## config.mk

```make
export PLATFORM = sky130hd
export DESIGN_NAME = integer_stack_calculator
export DESIGN_NICKNAME = d
export VERILOG_FILES = /design/src/design/isc_pkg.sv /design/src/design/isc_ram.sv /design/src/design/isc_datapath.sv /design/src/design/isc_control.sv /design/src/design/integer_stack_calculator.sv
export SDC_FILE = /design/constraint.sdc
export NUM_CORES = 2
export LEC_CHECK = 0
export ABC_AREA = 1
export BUFFER_PORTS_ARGS = -buffer_cell sky130_fd_sc_hd__buf_2
export CAP_MARGIN = 20
export CORE_ASPECT_RATIO = 0.7
export CORE_UTILIZATION = 35
export CTS_BUF_LIST = sky130_fd_sc_hd__clkbuf_8 sky130_fd_sc_hd__clkbuf_16
export DETAILED_ROUTE_END_ITERATION = 16
export PLACE_DENSITY = 0.5
export SLEW_MARGIN = 30
export SYNTH_ARGS = -nofsm -noshare
export SYNTH_HDL_FRONTEND = slang
export SYNTH_SLANG_ARGS = --single-unit
```

## constraint.sdc

```tcl
create_clock -name clock -period 6.5 [get_ports clock]
set_input_delay 0.975 -clock clock [delete_from_list [all_inputs] [get_ports clock]]
set_output_delay 0.975 -clock clock [all_outputs]
set_load 0.005 [all_outputs]
```

## src/design/isc_pkg.sv

```systemverilog
// Shared types and codes for the integer stack calculator.
`timescale 1ns / 1ps
`default_nettype none
package isc_pkg;
   localparam logic [2:0] OP_PUSH = 3'd0;
   localparam logic [2:0] OP_POP  = 3'd1;
   localparam logic [2:0] OP_ADD  = 3'd2;
   localparam logic [2:0] OP_SUB  = 3'd3;
   localparam logic [2:0] OP_MUL  = 3'd4;
   localparam logic [2:0] OP_DIV  = 3'd5;
   localparam logic [2:0] OP_SQRT = 3'd6;

   localparam logic [2:0] ST_OK      = 3'd0;
   localparam logic [2:0] ST_FEW     = 3'd1;
   localparam logic [2:0] ST_FULL    = 3'd2;
   localparam logic [2:0] ST_DIVZERO = 3'd3;
   localparam logic [2:0] ST_NEGROOT = 3'd4;

   // Commands from the controller to the datapath.
   typedef struct packed {
      logic load_b;     // capture RAM read data as operand b
      logic load_a;     // capture RAM read data as operand a
      logic start_div;  // initialize the divider
      logic start_sqrt; // initialize the root unit
      logic step;       // one iteration of the shared unit
      logic arith;      // compute the result of the operation (add, sub, mul, div or sqrt)
   } isc_cmd_type;

   // Status from the datapath to the controller.
   typedef struct packed {
      logic b_zero;
      logic a_neg;
   } isc_stat_type;
endpackage
`default_nettype wire

```

## src/design/isc_ram.sv

```systemverilog
// Generic single-port-write, registered-read RAM.
`timescale 1ns / 1ps
`default_nettype none
module isc_ram #(
   parameter int WIDTH = 32,
   parameter int DEPTH = 32
) (
   input  wire logic                     clock,
   input  wire logic                     wr_en,
   input  wire logic [$clog2(DEPTH)-1:0] wr_addr,
   input  wire logic [WIDTH-1:0]         wr_data,
   input  wire logic [$clog2(DEPTH)-1:0] rd_addr,
   output logic      [WIDTH-1:0]         rd_data
);
   logic [WIDTH-1:0] mem [DEPTH];

   // Write port and registered read port.
   always_ff @(posedge clock) begin
      if (wr_en) begin
         mem[wr_addr] <= wr_data;
      end
      rd_data <= mem[rd_addr];
   end
endmodule
`default_nettype wire

```

## src/design/isc_datapath.sv

```systemverilog
// Operand registers, add/sub/mul and the shared iterative divide/root unit.
`timescale 1ns / 1ps
`default_nettype none
module isc_datapath (
   input  wire logic                 clock,
   input  wire isc_pkg::isc_cmd_type cmd,
   input  wire logic [2:0]           op,
   input  wire logic [31:0]          rd_data,
   output isc_pkg::isc_stat_type     stat,
   output logic [31:0]               value
);
   import isc_pkg::*;

   logic [31:0] a_ff, b_ff, rem_ff, quo_ff, res_ff, bit_ff, value_ff;
   logic        neg_ff;
   logic [31:0] rem_in, quo_in, res_in, bit_in, value_in;
   logic [32:0] trial;
   logic [31:0] mag_a, mag_b, rsum;

   assign stat.b_zero = (b_ff == 32'd0);
   assign stat.a_neg  = a_ff[31];
   assign mag_a = a_ff[31] ? (32'd0 - a_ff) : a_ff;
   assign mag_b = b_ff[31] ? (32'd0 - b_ff) : b_ff;
   assign value = value_ff;
   assign trial = {rem_ff, quo_ff[31]};
   assign rsum  = res_ff + bit_ff;

   // Next values of the shared unit: restoring divide or digit-by-digit root.
   always_comb begin
      rem_in = rem_ff; quo_in = quo_ff; res_in = res_ff; bit_in = bit_ff;
      value_in = value_ff;
      if (cmd.start_div) begin
         rem_in = 32'd0; quo_in = mag_a;
      end else if (cmd.start_sqrt) begin
         rem_in = a_ff; res_in = 32'd0; bit_in = 32'h4000_0000;
      end else if (cmd.step) begin
         if (op == OP_DIV) begin
            if (trial >= {1'b0, b_ff}) begin
               rem_in = 32'(trial - {1'b0, b_ff});
               quo_in = {quo_ff[30:0], 1'b1};
            end else begin
               rem_in = trial[31:0];
               quo_in = {quo_ff[30:0], 1'b0};
            end
         end else begin
            if (rem_ff >= rsum) begin
               rem_in = rem_ff - rsum;
               res_in = (res_ff >> 1) + bit_ff;
            end else begin
               res_in = res_ff >> 1;
            end
            bit_in = bit_ff >> 2;
         end
      end
      // The top entry is also offered as the value, which a pop returns.
      if (cmd.load_b) value_in = rd_data;
      if (cmd.arith) begin
         case (op)
            OP_ADD:  value_in = a_ff + b_ff;
            OP_SUB:  value_in = a_ff - b_ff;
            OP_MUL:  value_in = 32'(a_ff * b_ff);
            OP_DIV:  value_in = neg_ff ? (32'd0 - quo_ff) : quo_ff;
            OP_SQRT: value_in = res_ff;
            default: value_in = b_ff;
         endcase
      end
   end

   // Operand and iteration registers; b is replaced by its magnitude at divide start.
   always_ff @(posedge clock) begin
      if (cmd.load_b) b_ff <= rd_data;
      if (cmd.load_a) a_ff <= rd_data;
      if (cmd.start_div) begin
         neg_ff <= a_ff[31] ^ b_ff[31];
         b_ff   <= mag_b;
      end
      rem_ff <= rem_in; quo_ff <= quo_in; res_ff <= res_in; bit_ff <= bit_in;
      value_ff <= value_in;
   end
endmodule
`default_nettype wire

```

## src/design/isc_control.sv

```systemverilog
// Controller: sequences stack reads, writes and the iterative unit.
`timescale 1ns / 1ps
`default_nettype none
module isc_control #(
   parameter int STACK_DEPTH = 32
) (
   input  wire logic                          clock,
   input  wire logic                          reset,
   input  wire logic                          req_valid,
   output logic                               req_ready,
   input  wire logic [2:0]                    req_type,
   input  wire logic [31:0]                   push_value,
   output logic                               rsp_valid,
   input  wire logic                          rsp_ready,
   output logic [2:0]                         rsp_status,
   output logic [31:0]                        rsp_result_value,
   output logic [5:0]                         rsp_depth,
   output isc_pkg::isc_cmd_type               cmd,
   output logic [2:0]                         op,
   input  wire isc_pkg::isc_stat_type         stat,
   input  wire logic [31:0]                   value,
   output logic                               wr_en,
   output logic [$clog2(STACK_DEPTH)-1:0]     wr_addr,
   output logic [31:0]                        wr_data,
   output logic [$clog2(STACK_DEPTH)-1:0]     rd_addr
);
   import isc_pkg::*;
   localparam int AW = $clog2(STACK_DEPTH);
   localparam int CW = $clog2(STACK_DEPTH + 1);

   localparam logic [2:0] S_IDLE  = 3'd0;
   localparam logic [2:0] S_RDB   = 3'd1;
   localparam logic [2:0] S_RDA   = 3'd2;
   localparam logic [2:0] S_CHECK = 3'd3;
   localparam logic [2:0] S_ITER  = 3'd4;
   localparam logic [2:0] S_CALC  = 3'd5;
   localparam logic [2:0] S_WB    = 3'd6;

   logic [2:0]  state_ff, state_in;
   logic [CW-1:0] count_ff, count_in;
   logic [2:0]  op_ff, op_in;
   logic [31:0] pv_ff, pv_in;
   logic [4:0]  iter_ff, iter_in;
   logic        rv_ff, rv_in;
   logic [2:0]  st_ff, st_in;
   logic [31:0] val_ff, val_in;
   logic [5:0]  dep_ff, dep_in;

   assign op = op_ff;
   assign req_ready = (state_ff == S_IDLE) && !rv_ff;
   assign rsp_valid = rv_ff;
   assign rsp_status = st_ff;
   assign rsp_result_value = val_ff;
   assign rsp_depth = dep_ff;

   // Read address: the top in IDLE, the entry below it otherwise.
   always_comb begin
      if (state_ff == S_IDLE) rd_addr = AW'(count_ff - CW'(1));
      else                    rd_addr = AW'(count_ff - CW'(2));
   end

   // Controller next state and command decode.
   always_comb begin
      state_in = state_ff; count_in = count_ff; op_in = op_ff; pv_in = pv_ff;
      iter_in = iter_ff; rv_in = rv_ff; st_in = st_ff; val_in = val_ff;
      dep_in = dep_ff; cmd = '0; wr_en = 1'b0;
      wr_addr = AW'(count_ff); wr_data = pv_ff;
      if (rv_ff && rsp_ready) rv_in = 1'b0;
      unique case (state_ff)
         S_IDLE: begin
            if (req_valid && req_ready) begin
               op_in = req_type; pv_in = push_value;
               state_in = S_RDB;
            end
         end
         S_RDB: begin
            // Read of the top was issued in IDLE; check preconditions.
            state_in = S_IDLE; rv_in = 1'b1; val_in = 32'd0; st_in = ST_OK;
            dep_in = 6'(count_ff);
            case (op_ff) inside
               OP_PUSH: begin
                  if (count_ff == CW'(STACK_DEPTH)) st_in = ST_FULL;
                  else begin
                     wr_en = 1'b1; val_in = pv_ff;
                     count_in = count_ff + CW'(1); dep_in = 6'(count_in);
                  end
               end
               OP_POP, OP_SQRT: begin
                  if (count_ff == '0) st_in = ST_FEW;
                  else begin
                     rv_in = 1'b0; cmd.load_b = 1'b1; cmd.load_a = 1'b1;
                     state_in = S_CHECK;
                  end
               end
               OP_ADD, OP_SUB, OP_MUL, OP_DIV: begin
                  if (count_ff < CW'(2)) st_in = ST_FEW;
                  else begin
                     rv_in = 1'b0; cmd.load_b = 1'b1; state_in = S_RDA;
                  end
               end
               default: ;
            endcase
         end
         S_RDA: begin
            cmd.load_a = 1'b1; state_in = S_CHECK;
         end
         S_CHECK: begin
            iter_in = 5'd0; state_in = S_CALC;
            if (op_ff == OP_POP) begin
               rv_in = 1'b1; st_in = ST_OK; val_in = value;
               count_in = count_ff - CW'(1); dep_in = 6'(count_in);
               state_in = S_IDLE;
            end else if (op_ff == OP_DIV && stat.b_zero) begin
               rv_in = 1'b1; st_in = ST_DIVZERO; val_in = 32'd0;
               dep_in = 6'(count_ff); state_in = S_IDLE;
            end else if (op_ff == OP_SQRT && stat.a_neg) begin
               rv_in = 1'b1; st_in = ST_NEGROOT; val_in = 32'd0;
               dep_in = 6'(count_ff); state_in = S_IDLE;
            end else if (op_ff == OP_DIV) begin
               cmd.start_div = 1'b1; state_in = S_ITER;
            end else if (op_ff == OP_SQRT) begin
               cmd.start_sqrt = 1'b1; state_in = S_ITER;
            end
         end
         S_ITER: begin
            cmd.step = 1'b1; iter_in = iter_ff + 5'd1;
            if ((op_ff == OP_DIV && iter_ff == 5'd31) ||
                (op_ff == OP_SQRT && iter_ff == 5'd15)) state_in = S_CALC;
         end
         S_CALC: begin
            cmd.arith = 1'b1; state_in = S_WB;
         end
         S_WB: begin
            // Result replaces the new top.
            wr_en = 1'b1; wr_data = value; rv_in = 1'b1; st_in = ST_OK;
            val_in = value;
            if (op_ff == OP_SQRT) begin
               wr_addr = AW'(count_ff - CW'(1));
            end else begin
               wr_addr = AW'(count_ff - CW'(2));
               count_in = count_ff - CW'(1);
            end
            dep_in = 6'(count_in); state_in = S_IDLE;
         end
         default: state_in = S_IDLE;
      endcase
   end

   // Control and result registers.
   always_ff @(posedge clock) begin
      if (reset) begin
         state_ff <= S_IDLE; count_ff <= '0; rv_ff <= 1'b0;
      end else begin
         state_ff <= state_in; count_ff <= count_in; rv_ff <= rv_in;
      end
      op_ff <= op_in; pv_ff <= pv_in; iter_ff <= iter_in;
      st_ff <= st_in; val_ff <= val_in; dep_ff <= dep_in;
   end

`ifndef SYNTHESIS
   a_count_range: assert property (@(posedge clock) disable iff (reset)
      count_ff <= CW'(STACK_DEPTH)) else $error("stack count beyond depth");
   a_err_zero: assert property (@(posedge clock) disable iff (reset)
      rv_ff && st_ff != ST_OK |-> val_ff == 32'd0) else $error("error with value");
   a_busy: assert property (@(posedge clock) disable iff (reset)
      state_ff != S_IDLE |-> !rv_ff) else $error("result while busy");
   a_err_keep: assert property (@(posedge clock) disable iff (reset)
      $rose(rv_ff) && st_ff != ST_OK |-> $stable(count_ff))
      else $error("error changed depth");
`endif
endmodule
`default_nettype wire

```

## src/design/integer_stack_calculator.sv

```systemverilog
// Top level of the integer stack calculator.
`timescale 1ns / 1ps
`default_nettype none
// Signed 32-bit stack machine of STACK_DEPTH entries held in one RAM. One item
// at a time: divide takes one restoring step per quotient bit in the shared
// iterative unit, and square root one step per root bit pair. The result then
// waits in the output register until transferred, and the next input is taken
// only after that transfer. Each item yields exactly one result.
module integer_stack_calculator #(
   parameter int STACK_DEPTH = 32
) (
   input  wire logic        clock,
   input  wire logic        reset,
   input  wire logic        req_valid,
   output logic             req_ready,
   input  wire logic [2:0]  req_type,
   input  wire logic [31:0] req_push_value,
   output logic             rsp_valid,
   input  wire logic        rsp_ready,
   output logic [2:0]       rsp_status,
   output logic [31:0]      rsp_result_value,
   output logic [5:0]       rsp_depth
);
   import isc_pkg::*;
   localparam int AW = $clog2(STACK_DEPTH);

   isc_cmd_type  cmd;
   isc_stat_type stat;
   logic [2:0]   op;
   logic [31:0]  value, wr_data, rd_data;
   logic         wr_en;
   logic [AW-1:0] wr_addr, rd_addr;

   isc_control #(.STACK_DEPTH(STACK_DEPTH)) u_ctrl (
      .clock, .reset, .req_valid, .req_ready, .req_type,
      .push_value(req_push_value), .rsp_valid, .rsp_ready, .rsp_status,
      .rsp_result_value, .rsp_depth, .cmd, .op, .stat, .value,
      .wr_en, .wr_addr, .wr_data, .rd_addr
   );

   isc_datapath u_dp (
      .clock, .cmd, .op, .rd_data, .stat, .value
   );

   isc_ram #(.WIDTH(32), .DEPTH(STACK_DEPTH)) u_stack (
      .clock, .wr_en, .wr_addr, .wr_data, .rd_addr, .rd_data
   );
endmodule
`default_nettype wire

```

==> out/qor.yml <==
timing:
  tightestPinTransition_ps: 1088
  maxSlewViolCount: 0
  period_needed_ps: 7220
  hold_ws_ps: 325.1
  layout_worst_path_cycle_share_pct: 111.1
  setup_viol: 19
  finClkSkew_ps: 75.08
  hold_violations: 0
  setup_tns_ps: -7613
  slew_headroom_pct: 27.44
  setup_ws_ps: -719.8
  fmax_ghz: 0.1385
  rsz0062_at_grt: "yes"
finish:
  final_nets: 9437
  final_cell_mix: "nand2_1 (1348), edfxtp_1 (1282), inv_1 (1155)"
  multi_input_area_mm2: 0.03665
  drive_above_1_share_pct: 13.02
  num-fill-cells: 22430
  synthToLayoutAreaGrowth_pct: 16.41
  layout_commonest_cell: "nand2_1"
  regArea_mm2: 0.03998
worst_hold_path:
  min_from: "req_push_value[19]"
  holdPathStages: 1
  hold_path_end: "u_ctrl.pv_ff[19]"
  hold_path_class: "in -> reg"
clock_tree:
  cts_buffers: 156
  clkLatencyLatePin_ps: 820
  clock-root-buffer: "clkbuf_16"
  clock_sinks: 1356
  clock_path_buffers: 4
  cts_max_level: 4
  cts_tree: "built"
  clk_pin_slew_worst_paths_ps: 60
floorplan:
  dieArea_mm2: 0.2346
  coreArea_mm2: 0.2303
  initial_core_util_pct: 35.36
  io_pins: 82
  die_x_um: 578.5
  die_h_um: 405.6
  fp-row-count: 147
worst_setup_path:
  rrSetupSlack_ps: -720
  rr_endpoint: "u_dp.value[24]"
  cpMaxStageDelayCell: "fa_2"
  cp.required_ps: 7040
  crit_fanout: 4
  cp_common_cell: "fa_1"
  cpPeakStageDelay_ps: 620
  end_kind: "flip-flop"
  path_class: "reg -> reg"
  startpoint_type: "flip-flop"
  cp.arrival_ps: 7760
  rr_startpoint: "u_dp.b_ff[2]"
  reg2reg_depth: 29
detailed_routing:
  drt-total-wl_um: 321600
  drc: 0
  via_per_inst: 5.505
  wire_per_inst_um: 27.05
  vias: 65459
  dr.pass1.iters: 6
  antenna_left: 0
  drt_iter0_markers: 8846
global_route:
  first_global_vias: 61143
  grt_use_total_pct: 27.01
  antenna_found_initial: 16
  grt_start_max_net_pins: 123
  grt_overflow: 0
  grt_pass1_wl_um: 455500
synth:
  synthArstFlopShare_pct: 0
  ys_warn_count: 0
  syn_inst: 8449
  synth.distinct_cells: 65
  avgSynthCellArea_um2: 9.638
  syn-cell-area_mm2: 0.08143
  syn-num-nets: 9164
  synth-main-ff-cell: "edfxtp_1"
  ys_ff_latch: 1356
  ys_seq_area_share_pct: 49.10
  synth_edf_count: 1282
placed_design:
  detailed_place_hpwl_um: 227800
  gp_congestion: 0.9927
  portBuffers: 81
status:
  violations: "negative setup slack"
  status: "finished, violations left"
flow_run:
  maxCapViolCount: 0
-- cell usage after synthesis, types with 4 or more instances --
| master | number | area [um2] |
|---|---|---|
| nand2_1 | 1386 | 5202 |
| edfxtp_1 | 1282 | 38500 |
| inv_1 | 1155 | 4335 |
| o21ai_0 | 874 | 4374 |
| nor2_1 | 861 | 3232 |
| fa_1 | 411 | 8228 |
| a21oi_1 | 333 | 1667 |
| clkbuf_1 | 297 | 1115 |
| ha_1 | 265 | 3316 |
| nand3_1 | 259 | 1296 |
| o221ai_1 | 212 | 1857 |
| xor2_1 | 121 | 1060 |
| o21ai_1 | 115 | 575.6 |
| buf_2 | 90 | 450.4 |
| a31oi_1 | 78 | 488.0 |
| dfxtp_1 | 74 | 1481 |
| o211ai_1 | 73 | 548.0 |
| o22ai_1 | 65 | 406.6 |
| xnor2_1 | 64 | 560.5 |
| nor3_1 | 63 | 315.3 |
| buf_1 | 61 | 229.0 |
| nand4_1 | 47 | 294.0 |
| inv_2 | 31 | 116.4 |
| or2_2 | 27 | 168.9 |
| nor4_1 | 21 | 131.4 |
| o21bai_1 | 19 | 142.6 |
| o2111ai_1 | 18 | 157.7 |
| a21o_1 | 14 | 105.1 |
| nand3b_1 | 12 | 90.09 |
| nor3_2 | 12 | 120.1 |
| buf_4 | 11 | 82.58 |
| o21a_1 | 10 | 75.07 |
| a211oi_1 | 9 | 67.56 |
| a221oi_1 | 9 | 78.83 |
| a21boi_0 | 7 | 52.55 |
| o31ai_1 | 7 | 52.55 |
| nor2_2 | 5 | 31.28 |
| a21oi_2 | 4 | 35.03 |
| nand3_2 | 4 | 40.04 |
| or2_1 | 4 | 25.02 |
-- logic make-up after synthesis --
group | share of synthesized area [%]
simple gates | 13.59
flops | 49.10
fa+ha+maj | 14.18
buf+inv | 7.813
compound gates | 13.33
xor+xnor | 1.990
-- registers in the layout, indices dropped and copies added (netlist names), 5 cells and up --
register                 count
u_ctrl.pv_ff                32
u_ctrl.iter_ff               5
u_stack.rd_data             32
u_dp.b_ff                   32
u_dp.a_ff                   32
u_dp.bit_ff                 16
u_stack.mem               1024
u_dp.res_ff                 32
u_ctrl.rsp_depth             6
u_ctrl.rsp_result_value     32
u_dp.quo_ff                 32
u_dp.rem_ff                 32
u_dp.value                  32
u_ctrl.count_ff              6
-- cell type report --
| type | instances | area share (%) |
|---|---|---|
| Tap cell | 3054 | 4.031 |
| Clock buffer | 165 | 4.273 |
| Clock inverter | 103 | 0.7273 |
| Timing Repair Buffer | 576 | 5.380 |
| Sequential cell | 1356 | 42.18 |
| Multi-Input combinational cell | 5443 | 38.67 |
| Inverter | 1189 | 4.736 |
| Antenna cell | 4 | 0.01056 |
-- critical path, delay by kind of cell, from the launching register on --
family                     cells  cell delay, ps
buffers and inverters          7             610
AOI/OAI and AO/OA              2             160
and+or+nand+nor               11            1380
DFF                            1             430
adders and majority gates      9            4360
-- layer usage --
metal | vias up | global-route usage [%] | part of all wire, %
met4 | 2 | 4.769 | 1.8
met5 | - | 0 | 0.0040
met3 | 292 | 6.478 | 11
li1 | 29226 | - | -
met1 | 32598 | 43.50 | 48
met2 | 3341 | 36.05 | 39
-- how the worst max path moves through the flow --
stage                  startpoint        endpoint  slack, ps  cells after the start
finish               u_dp.b_ff[2]  u_dp.value[24]       -720                     29
detailed placement  u_dp.a_ff[10]  u_dp.value[30]       -960                     24
global placement     u_dp.a_ff[8]  u_dp.value[30]       -910                     24
floorplan            u_dp.b_ff[4]  u_dp.value[31]       -170                     33
global route        u_dp.a_ff[12]  u_dp.value[24]       -840                     29
CTS                  u_dp.b_ff[4]  u_dp.value[24]       -630                     30
-- metrics by stage --
step	util, %	std cells	setup WS (ps)	instance area [um2]
6_report	41.16	11890	-719.8	94790
5_1_grt	41.16	11887	-837.7	94780
4_1_cts	40.85	11866	-633.4	94080
3_5_place_dp	38.48	11575	-960.5	88620
3_3_place_gp	38.43	11573	-913.1	88490
2_1_floorplan	-	8449	-167.6	81680
-- repair_timing --
item	CTS	global route
resized for setup	153	131
buffers inserted	24	21
hold buffers	0	0
pin swaps	84	126
endpoints found under the setup margin	22	23
Power is left out: the tool's default activity adds up to more than one toggle a clock period on the data nets, which glitch-free logic cannot reach.
